===== config.mk =====
export PLATFORM = sky130hd
export DESIGN_NAME = line_pixel_stepper_top
export DESIGN_NICKNAME = d
export VERILOG_FILES = /design/src/lps_pkg.sv /design/src/line_pixel_stepper_top.sv
export SDC_FILE = /design/constraint.sdc
export NUM_CORES = 1
export LEC_CHECK = 0
export BUFFER_PORTS_ARGS = -buffer_cell sky130_fd_sc_hd__buf_2
export CAP_MARGIN = 40
export CORE_UTILIZATION = 25
export DETAILED_ROUTE_END_ITERATION = 16
export PLACE_DENSITY = 0.41
export SYNTH_ARGS = -nofsm -noshare
export SYNTH_HDL_FRONTEND = slang
export SYNTH_SLANG_ARGS = --single-unit
export TNS_END_PERCENT = 5

===== constraint.sdc =====
create_clock -name clk -period 8 [get_ports clk]
set_input_delay 0.4 -clock clk [delete_from_list [all_inputs] [get_ports clk]]
set_output_delay 0.4 -clock clk [all_outputs]
set_load 0.01 [all_outputs]

===== src/lps_pkg.sv =====
// Shared constants and codes for the line pixel stepper.
package lps_pkg;

    localparam int COORD_BITS_DEF = 12;
    localparam int REG_W          = 12;
    localparam int ADDR_W         = 22;
    localparam int COLOUR_W       = 32;
    localparam int APB_DATA_W     = 32;
    localparam int APB_ADDR_W     = 3;

    localparam logic [REG_W-1:0] WIDTH_RESET  = 12'd640;
    localparam logic [REG_W-1:0] HEIGHT_RESET = 12'd480;

    // Register select taken from paddr[2] (word addressing).
    localparam logic REG_SCREEN_WIDTH  = 1'b0;
    localparam logic REG_SCREEN_HEIGHT = 1'b1;

    // Command codes carried in the input tuser.
    localparam logic CMD_START = 1'b0;
    localparam logic CMD_STEP  = 1'b1;

endpackage


===== src/line_pixel_stepper_top.sv =====
// Line rasterizer: decode, error-term stepper and address stages.
//
//  channel  | direction | handshake            | payload
//  ---------+-----------+----------------------+-------------------------------------------
//  s_axis   | in        | tvalid / tready      | tuser: command; tdata: endpoints, colour
//  m_axis   | out       | tvalid / tready      | tuser: on_screen; tdata: x, y, addr, colour
//  apb      | in        | psel, penable, pready| screen_width at 0x0, screen_height at 0x4
//
// One word is accepted per cycle while s_axis tready is high; a word that yields a pixel
// moves through the stepper register and then the address multiply into the output register.
// The stepper stage carries the line state, so consecutive step words are processed
// in back-to-back cycles. Reset clears the pipeline valids, the busy flag and loads
// the screen size defaults; no clearing pass is needed. A stall on m_axis holds each
// stage in place, and tready on s_axis drops only when every stage holds a word.
module line_pixel_stepper_top
#(
    parameter int COORD_BITS = lps_pkg::COORD_BITS_DEF,
    localparam int IN_DATA_W =
        ((4 * COORD_BITS + lps_pkg::COLOUR_W + 7) / 8) * 8,
    localparam int OUT_DATA_W =
        ((2 * COORD_BITS + lps_pkg::ADDR_W + lps_pkg::COLOUR_W + 7) / 8) * 8
)
(
    input  logic                            clk,
    input  logic                            rst_n,

    input  logic                            s_axis_tvalid,
    output logic                            s_axis_tready,
    // From bit 0: start_x, start_y, end_x, end_y, line_colour.
    input  logic [IN_DATA_W-1:0]            s_axis_tdata,
    // Bit 0: command.
    input  logic                            s_axis_tuser,

    output logic                            m_axis_tvalid,
    input  logic                            m_axis_tready,
    // From bit 0: pixel_x, pixel_y, pixel_address, pixel_colour, zero fill.
    output logic [OUT_DATA_W-1:0]           m_axis_tdata,
    // Bit 0: on_screen.
    output logic                            m_axis_tuser,
    output logic                            m_axis_tlast,

    input  logic                            psel,
    input  logic                            penable,
    input  logic                            pwrite,
    input  logic [lps_pkg::APB_ADDR_W-1:0]  paddr,
    input  logic [lps_pkg::APB_DATA_W-1:0]  pwdata,
    output logic [lps_pkg::APB_DATA_W-1:0]  prdata,
    output logic                            pready
);
    import lps_pkg::*;

    localparam int CB     = COORD_BITS;
    localparam int LEN_W  = COORD_BITS + 1;
    localparam int ERR_W  = COORD_BITS + 2;
    localparam int PROD_W = COORD_BITS + REG_W;

    // ---------------- configuration ----------------
    logic [REG_W-1:0] width_reg;
    logic [REG_W-1:0] height_reg;
    logic             cfg_write;

    assign pready    = 1'b1;
    assign cfg_write = psel && penable && pwrite;
    assign prdata    = (paddr[2] == REG_SCREEN_HEIGHT) ? APB_DATA_W'(height_reg)
                                                       : APB_DATA_W'(width_reg);

    always_ff @(posedge clk or negedge rst_n)
    begin
        if (!rst_n)
        begin
            width_reg  <= WIDTH_RESET;
            height_reg <= HEIGHT_RESET;
        end
        else if (cfg_write)
        begin
            unique case (paddr[2])
                REG_SCREEN_WIDTH:  width_reg  <= pwdata[REG_W-1:0];
                REG_SCREEN_HEIGHT: height_reg <= pwdata[REG_W-1:0];
                default:           ;
            endcase
        end
    end

    // ---------------- pipeline control ----------------
    logic dec_valid_reg;
    logic pix_valid_reg;
    logic out_valid_reg;
    logic out_adv;
    logic pix_adv;
    logic dec_adv;
    logic in_fire;

    assign out_adv       = !out_valid_reg || m_axis_tready;
    assign pix_adv       = !pix_valid_reg || out_adv;
    assign dec_adv       = !dec_valid_reg || pix_adv;
    assign s_axis_tready = dec_adv;
    assign in_fire       = s_axis_tvalid && dec_adv;

    // ---------------- decode stage ----------------
    logic signed [CB-1:0]    in_sx;
    logic signed [CB-1:0]    in_sy;
    logic signed [CB-1:0]    in_ex;
    logic signed [CB-1:0]    in_ey;
    logic [COLOUR_W-1:0]     in_colour;
    logic signed [LEN_W-1:0] in_dx;
    logic signed [LEN_W-1:0] in_dy;
    logic [LEN_W-1:0]        in_abs_dx;
    logic [LEN_W-1:0]        in_abs_dy;
    logic                    in_ymaj;

    assign in_sx     = s_axis_tdata[CB-1:0];
    assign in_sy     = s_axis_tdata[2*CB-1:CB];
    assign in_ex     = s_axis_tdata[3*CB-1:2*CB];
    assign in_ey     = s_axis_tdata[4*CB-1:3*CB];
    assign in_colour = s_axis_tdata[4*CB+COLOUR_W-1:4*CB];
    assign in_dx     = LEN_W'(in_ex) - LEN_W'(in_sx);
    assign in_dy     = LEN_W'(in_ey) - LEN_W'(in_sy);
    assign in_abs_dx = in_dx[LEN_W-1] ? LEN_W'(-in_dx) : LEN_W'(in_dx);
    assign in_abs_dy = in_dy[LEN_W-1] ? LEN_W'(-in_dy) : LEN_W'(in_dy);
    assign in_ymaj   = in_abs_dy > in_abs_dx;

    logic                dec_cmd_reg;
    logic [CB-1:0]       dec_x_reg;
    logic [CB-1:0]       dec_y_reg;
    logic [LEN_W-1:0]    dec_major_reg;
    logic [LEN_W-1:0]    dec_minor_reg;
    logic                dec_xneg_reg;
    logic                dec_yneg_reg;
    logic                dec_ymaj_reg;
    logic [COLOUR_W-1:0] dec_colour_reg;

    always_ff @(posedge clk or negedge rst_n)
    begin
        if (!rst_n)
        begin
            dec_valid_reg <= 1'b0;
        end
        else if (dec_adv)
        begin
            dec_valid_reg <= s_axis_tvalid;
        end
    end

    always_ff @(posedge clk)
    begin
        if (in_fire)
        begin
            dec_cmd_reg    <= s_axis_tuser;
            dec_x_reg      <= in_sx;
            dec_y_reg      <= in_sy;
            dec_major_reg  <= in_ymaj ? in_abs_dy : in_abs_dx;
            dec_minor_reg  <= in_ymaj ? in_abs_dx : in_abs_dy;
            dec_xneg_reg   <= in_dx[LEN_W-1];
            dec_yneg_reg   <= in_dy[LEN_W-1];
            dec_ymaj_reg   <= in_ymaj;
            dec_colour_reg <= in_colour;
        end
    end

    // ---------------- stepper stage ----------------
    logic [CB-1:0]       cur_x_reg;
    logic [CB-1:0]       cur_y_reg;
    logic [LEN_W-1:0]    major_reg;
    logic [LEN_W-1:0]    minor_reg;
    logic [ERR_W-1:0]    err_reg;
    logic [LEN_W-1:0]    steps_reg;
    logic                xneg_reg;
    logic                yneg_reg;
    logic                ymaj_reg;
    logic [COLOUR_W-1:0] colour_reg;
    logic                busy_reg;

    logic                is_start;
    logic                work;
    logic                emit;
    logic [CB-1:0]       b_x;
    logic [CB-1:0]       b_y;
    logic [LEN_W-1:0]    b_major;
    logic [LEN_W-1:0]    b_minor;
    logic [ERR_W-1:0]    b_err;
    logic [LEN_W-1:0]    b_steps;
    logic                b_xneg;
    logic                b_yneg;
    logic                b_ymaj;
    logic [COLOUR_W-1:0] b_colour;
    logic [CB-1:0]       step_x;
    logic [CB-1:0]       step_y;
    logic [ERR_W-1:0]    err_sum;
    logic                err_wrap;
    logic [ERR_W-1:0]    err_next;
    logic [CB-1:0]       x_next;
    logic [CB-1:0]       y_next;
    logic [LEN_W-1:0]    steps_next;

    assign is_start = (dec_cmd_reg == CMD_START);
    assign work     = dec_valid_reg && pix_adv;

    // A start word walks from its own endpoints; a step word walks from the held state.
    always_comb
    begin
        if (is_start)
        begin
            b_x      = dec_x_reg;
            b_y      = dec_y_reg;
            b_major  = dec_major_reg;
            b_minor  = dec_minor_reg;
            b_err    = '0;
            b_steps  = dec_major_reg;
            b_xneg   = dec_xneg_reg;
            b_yneg   = dec_yneg_reg;
            b_ymaj   = dec_ymaj_reg;
            b_colour = dec_colour_reg;
            emit     = (dec_major_reg != '0);
        end
        else
        begin
            b_x      = cur_x_reg;
            b_y      = cur_y_reg;
            b_major  = major_reg;
            b_minor  = minor_reg;
            b_err    = err_reg;
            b_steps  = steps_reg;
            b_xneg   = xneg_reg;
            b_yneg   = yneg_reg;
            b_ymaj   = ymaj_reg;
            b_colour = colour_reg;
            emit     = busy_reg;
        end
    end

    assign step_x     = b_xneg ? '1 : CB'(1);
    assign step_y     = b_yneg ? '1 : CB'(1);
    assign err_sum    = b_err + ERR_W'(b_minor);
    assign err_wrap   = err_sum >= ERR_W'(b_major);
    assign err_next   = err_wrap ? err_sum - ERR_W'(b_major) : err_sum;
    // The major axis moves on every pixel, the minor one only when the error wraps.
    assign x_next     = (!b_ymaj || err_wrap) ? b_x + step_x : b_x;
    assign y_next     = (b_ymaj || err_wrap) ? b_y + step_y : b_y;
    assign steps_next = b_steps - LEN_W'(1);

    always_ff @(posedge clk or negedge rst_n)
    begin
        if (!rst_n)
        begin
            busy_reg      <= 1'b0;
            pix_valid_reg <= 1'b0;
        end
        else
        begin
            if (work && (is_start || busy_reg))
            begin
                busy_reg <= emit && (steps_next != '0);
            end
            if (pix_adv)
            begin
                pix_valid_reg <= dec_valid_reg && emit;
            end
        end
    end

    logic [CB-1:0]       pix_x_reg;
    logic [CB-1:0]       pix_y_reg;
    logic [COLOUR_W-1:0] pix_colour_reg;
    logic                pix_last_reg;

    always_ff @(posedge clk)
    begin
        if (work && emit)
        begin
            cur_x_reg      <= x_next;
            cur_y_reg      <= y_next;
            major_reg      <= b_major;
            minor_reg      <= b_minor;
            err_reg        <= err_next;
            steps_reg      <= steps_next;
            xneg_reg       <= b_xneg;
            yneg_reg       <= b_yneg;
            ymaj_reg       <= b_ymaj;
            colour_reg     <= b_colour;
            pix_x_reg      <= b_x;
            pix_y_reg      <= b_y;
            pix_colour_reg <= b_colour;
            pix_last_reg   <= (b_steps == LEN_W'(1));
        end
    end

    // ---------------- address stage ----------------
    logic              pix_on;
    logic [PROD_W-1:0] pix_prod;
    logic [PROD_W:0]   pix_sum;
    logic [ADDR_W-1:0] pix_addr;

    assign pix_on   = !pix_x_reg[CB-1] && !pix_y_reg[CB-1]
                      && (PROD_W'(pix_x_reg) < PROD_W'(width_reg))
                      && (PROD_W'(pix_y_reg) < PROD_W'(height_reg));
    assign pix_prod = PROD_W'(pix_y_reg) * PROD_W'(width_reg);
    assign pix_sum  = (PROD_W + 1)'(pix_prod) + (PROD_W + 1)'(pix_x_reg);
    assign pix_addr = pix_on ? ADDR_W'(pix_sum) : '0;

    logic [CB-1:0]       out_x_reg;
    logic [CB-1:0]       out_y_reg;
    logic [ADDR_W-1:0]   out_addr_reg;
    logic [COLOUR_W-1:0] out_colour_reg;
    logic                out_on_reg;
    logic                out_last_reg;

    always_ff @(posedge clk or negedge rst_n)
    begin
        if (!rst_n)
        begin
            out_valid_reg <= 1'b0;
        end
        else if (out_adv)
        begin
            out_valid_reg <= pix_valid_reg;
        end
    end

    always_ff @(posedge clk)
    begin
        if (out_adv && pix_valid_reg)
        begin
            out_x_reg      <= pix_x_reg;
            out_y_reg      <= pix_y_reg;
            out_addr_reg   <= pix_addr;
            out_colour_reg <= pix_colour_reg;
            out_on_reg     <= pix_on;
            out_last_reg   <= pix_last_reg;
        end
    end

    assign m_axis_tvalid = out_valid_reg;
    assign m_axis_tdata  = OUT_DATA_W'({out_colour_reg, out_addr_reg, out_y_reg, out_x_reg});
    assign m_axis_tuser  = out_on_reg;
    assign m_axis_tlast  = out_last_reg;

endmodule

==> flow_metrics.tcl <==
set metrics [dict create \
    core_sq_um 87430 \
    synth_flop_cell "edfxtp_1" \
    h-tree-depth 2 \
    finalClockSkew_ps 22.28 \
    syn_inst 1973 \
    wl_per_cell_um 17.04 \
    cp-start-kind "register" \
    syn_area_per_cell_sq_um 11.25 \
    hpwl_um 44290 \
    totalNegativeSetupSlack_ps 0 \
    ant_nets 0 \
    antenna_found_initial 3 \
    syn2layout_area_growth_pct 18.68 \
    netlist_area_sq_um 22200 \
    cpMostUsedCell "fa_1" \
    cts_buffer_depth 3 \
    r2r_slack_ps 1690 \
    viasPerCell 4.388 \
    ios 240 \
    synthArstFlopShare_pct 8.459 \
    r2r-end "out_addr_reg[20]" \
    synth-edff-count 303 \
    die_area_sq_um 90010 \
    numCtsBuffers 43 \
    grt_max_degree 57 \
    drcViolationCount 0 \
    arrival_ps 6710 \
    synth_most_common_cell "edfxtp_1" \
    rsz0062_at_grt "false" \
    fin_crit_sh_pct 78.89 \
    max_stage_delay_ps 870 \
    path_class "reg2reg" \
    grt_pass1_vias 15470 \
    grt_overflow_total 0 \
    instances_no_fill 3408 \
    grt_pass1_wl_um 88860 \
    synth_seq_cells 331 \
    ys_types 81 \
    min_path_cells 2 \
    min_to "dec_valid_reg" \
    dpl.cell_count 3283 \
    synth-seq-area-share_pct 44.17 \
    crit_chain "and2_1 > fa_1 > fa_1 > fa_1 > fa_1 > inv_1 > fa_1 > inv_1 > ha_1 > a21o_1 > a21o_1 > a21oi_1 > nand3_1 > o21ai_0 > o21ai_0 > a31oi_1 > mux2i_1" \
    portBuffers 194 \
    synth_common_cells "edfxtp_1 (303), inv_1 (276), ha_1 (169)" \
    die_h_um 300.0 \
    fillers 9029 \
    setup_viol 0 \
    clk_pin_slew_ps 60 \
    max_freq_mhz 158.5 \
    worstReg2RegStart "pix_y_reg[5]" \
    end_kind "register" \
    die_w_um 300.0 \
    first_iter_violations 594 \
    finalWirelength_um 58070 \
    synth_top_area_share_pct 40.98 \
    firstDrtPassIters 5 \
    cts_resized 0 \
    grt_usage_pct 12.80 \
    worst_pin_slew_ps 877.5 \
    slew_violations 0 \
    worstPathRequired_ps 8400 \
    max_slew_margin_pct 41.50 \
    clk_latency_ps 580 \
    ff2ff_path_depth 17 \
    start_util_pct 25.39 \
    place_congestion 0.8332 \
    rows 108 \
    cts_hold_buf 44 \
    fin_crit_ps 6311 \
    maxCapViolations 0 \
    worstPathMaxFanout 14 \
    status "completed" \
    clkSinkCount 331 \
    drive_gt1_share_pct 16.25 \
    cts_tree "built" \
    yosys.area.top_type "edfxtp_1" \
    cpMaxStageDelayCell "edfxtp_1" \
    root_buffer "clkbuf_16" \
    synth_warnings 0 \
    finalHoldViolations 0 \
    synthTopCellsByArea "edfxtp_1 (41%), fa_1 (10%), ha_1 (9.5%), inv_1 (4.7%), mux2_2 (3.1%)" \
    final_nets 2625 \
    num_vias 14960 \
    hp-start "s_axis_tvalid" \
    hp-class "in2reg" \
    post_cts_buffers 0 \
]
## cells in the final DEF (no fill, tap or decap), types with 31 or more instances in the layout
cell           count
a21oi_1           95
and2_1           103
buf_2            194
clkbuf_16         43
dlygate4sd3_1     44
edfxtp_1         303
fa_1             116
ha_1             169
inv_1            275
mux2_2            62
mux2i_1           39
nand2_1          125
nor2_1            93
nor2b_1           31
o21ai_0           57
xnor2_1           63
xor2_1            37
## critical path: cells and delay by family, from the launching register on
kind                       cells  cell delay (ps)
adders and majority gates      6             2790
and+or+nand+nor                2              350
buffers and inverters          2              100
DFF                            1              870
AOI/OAI and AO/OA              6             1720
muxes                          1              270
## area by class of cell
| class | instances | area [sq um] | share of cell area, % |
|---|---|---|---|
| repair buffers | 252 | 1569 | 5.954 |
| diodes | 1 | 2.502 | 0.009497 |
| inverters | 281 | 1057 | 4.012 |
| clock buffers | 55 | 1131 | 4.292 |
| clock inverters | 25 | 295.3 | 1.121 |
| well taps | 1155 | 1445 | 5.484 |
| flip-flops and latches | 331 | 9807 | 37.22 |
| multi-input cells | 1308 | 11040 | 41.91 |
## metrics by stage
stage / worst slack, ps / hold WS [ps] / cell area (sq um) / utilization [%]
floorplan: 1926 / 104.4 / 22280 / -
global placement: 1696 / 401.0 / 24380 / 27.89
detailed placement: 1678 / 256.0 / 24480 / 28.00
CTS: 1640 / 11.43 / 26350 / 30.14
global route: 1382 / 30.65 / 26350 / 30.14
finish: 1689 / 52.34 / 26350 / 30.14
## routing by layer
| metal | share of wire (%) | global-route usage, % | routed length [um] | up-vias |
|---|---|---|---|---|
| li1 | - | - | - | 7276 |
| met1 | 46 | 16.73 | 26440 | 7318 |
| met2 | 47 | 21.45 | 27520 | 282 |
| met3 | 4.2 | 2.023 | 2465 | 80 |
| met4 | 2.8 | 4.276 | 1644 | 0 |
| met5 | 0 | 0 | 0 | - |
## worst max path at each step
stage | start | end | slack, ps | cells after the start
after floorplan | dec_cmd_reg | cur_y_reg[10] | 1930 | 25
after global placement | pix_y_reg[6] | out_addr_reg[20] | 1700 | 18
after detailed placement | pix_y_reg[5] | out_addr_reg[20] | 1680 | 17
after CTS | pix_y_reg[5] | out_addr_reg[20] | 1640 | 17
after global routing | pix_y_reg[5] | out_addr_reg[20] | 1380 | 18
final | pix_y_reg[5] | out_addr_reg[20] | 1690 | 17
## cells by family after synthesis
family                     count (synthesis)  share of synthesized area (%)
xor gates and xnor gates                 101                          4.018
other                                      2                        0.03382
DFF                                      331                          44.17
muxes                                    110                          5.359
buffers and inverters                    355                          6.520
adders and majority gates                285                          19.98
AOI/OAI and AO/OA                        298                          8.605
and+or+nand+nor                          491                          11.31
Power is left out: the tool's default activity adds up to more than one toggle a clock period on the data nets, which glitch-free logic cannot reach.
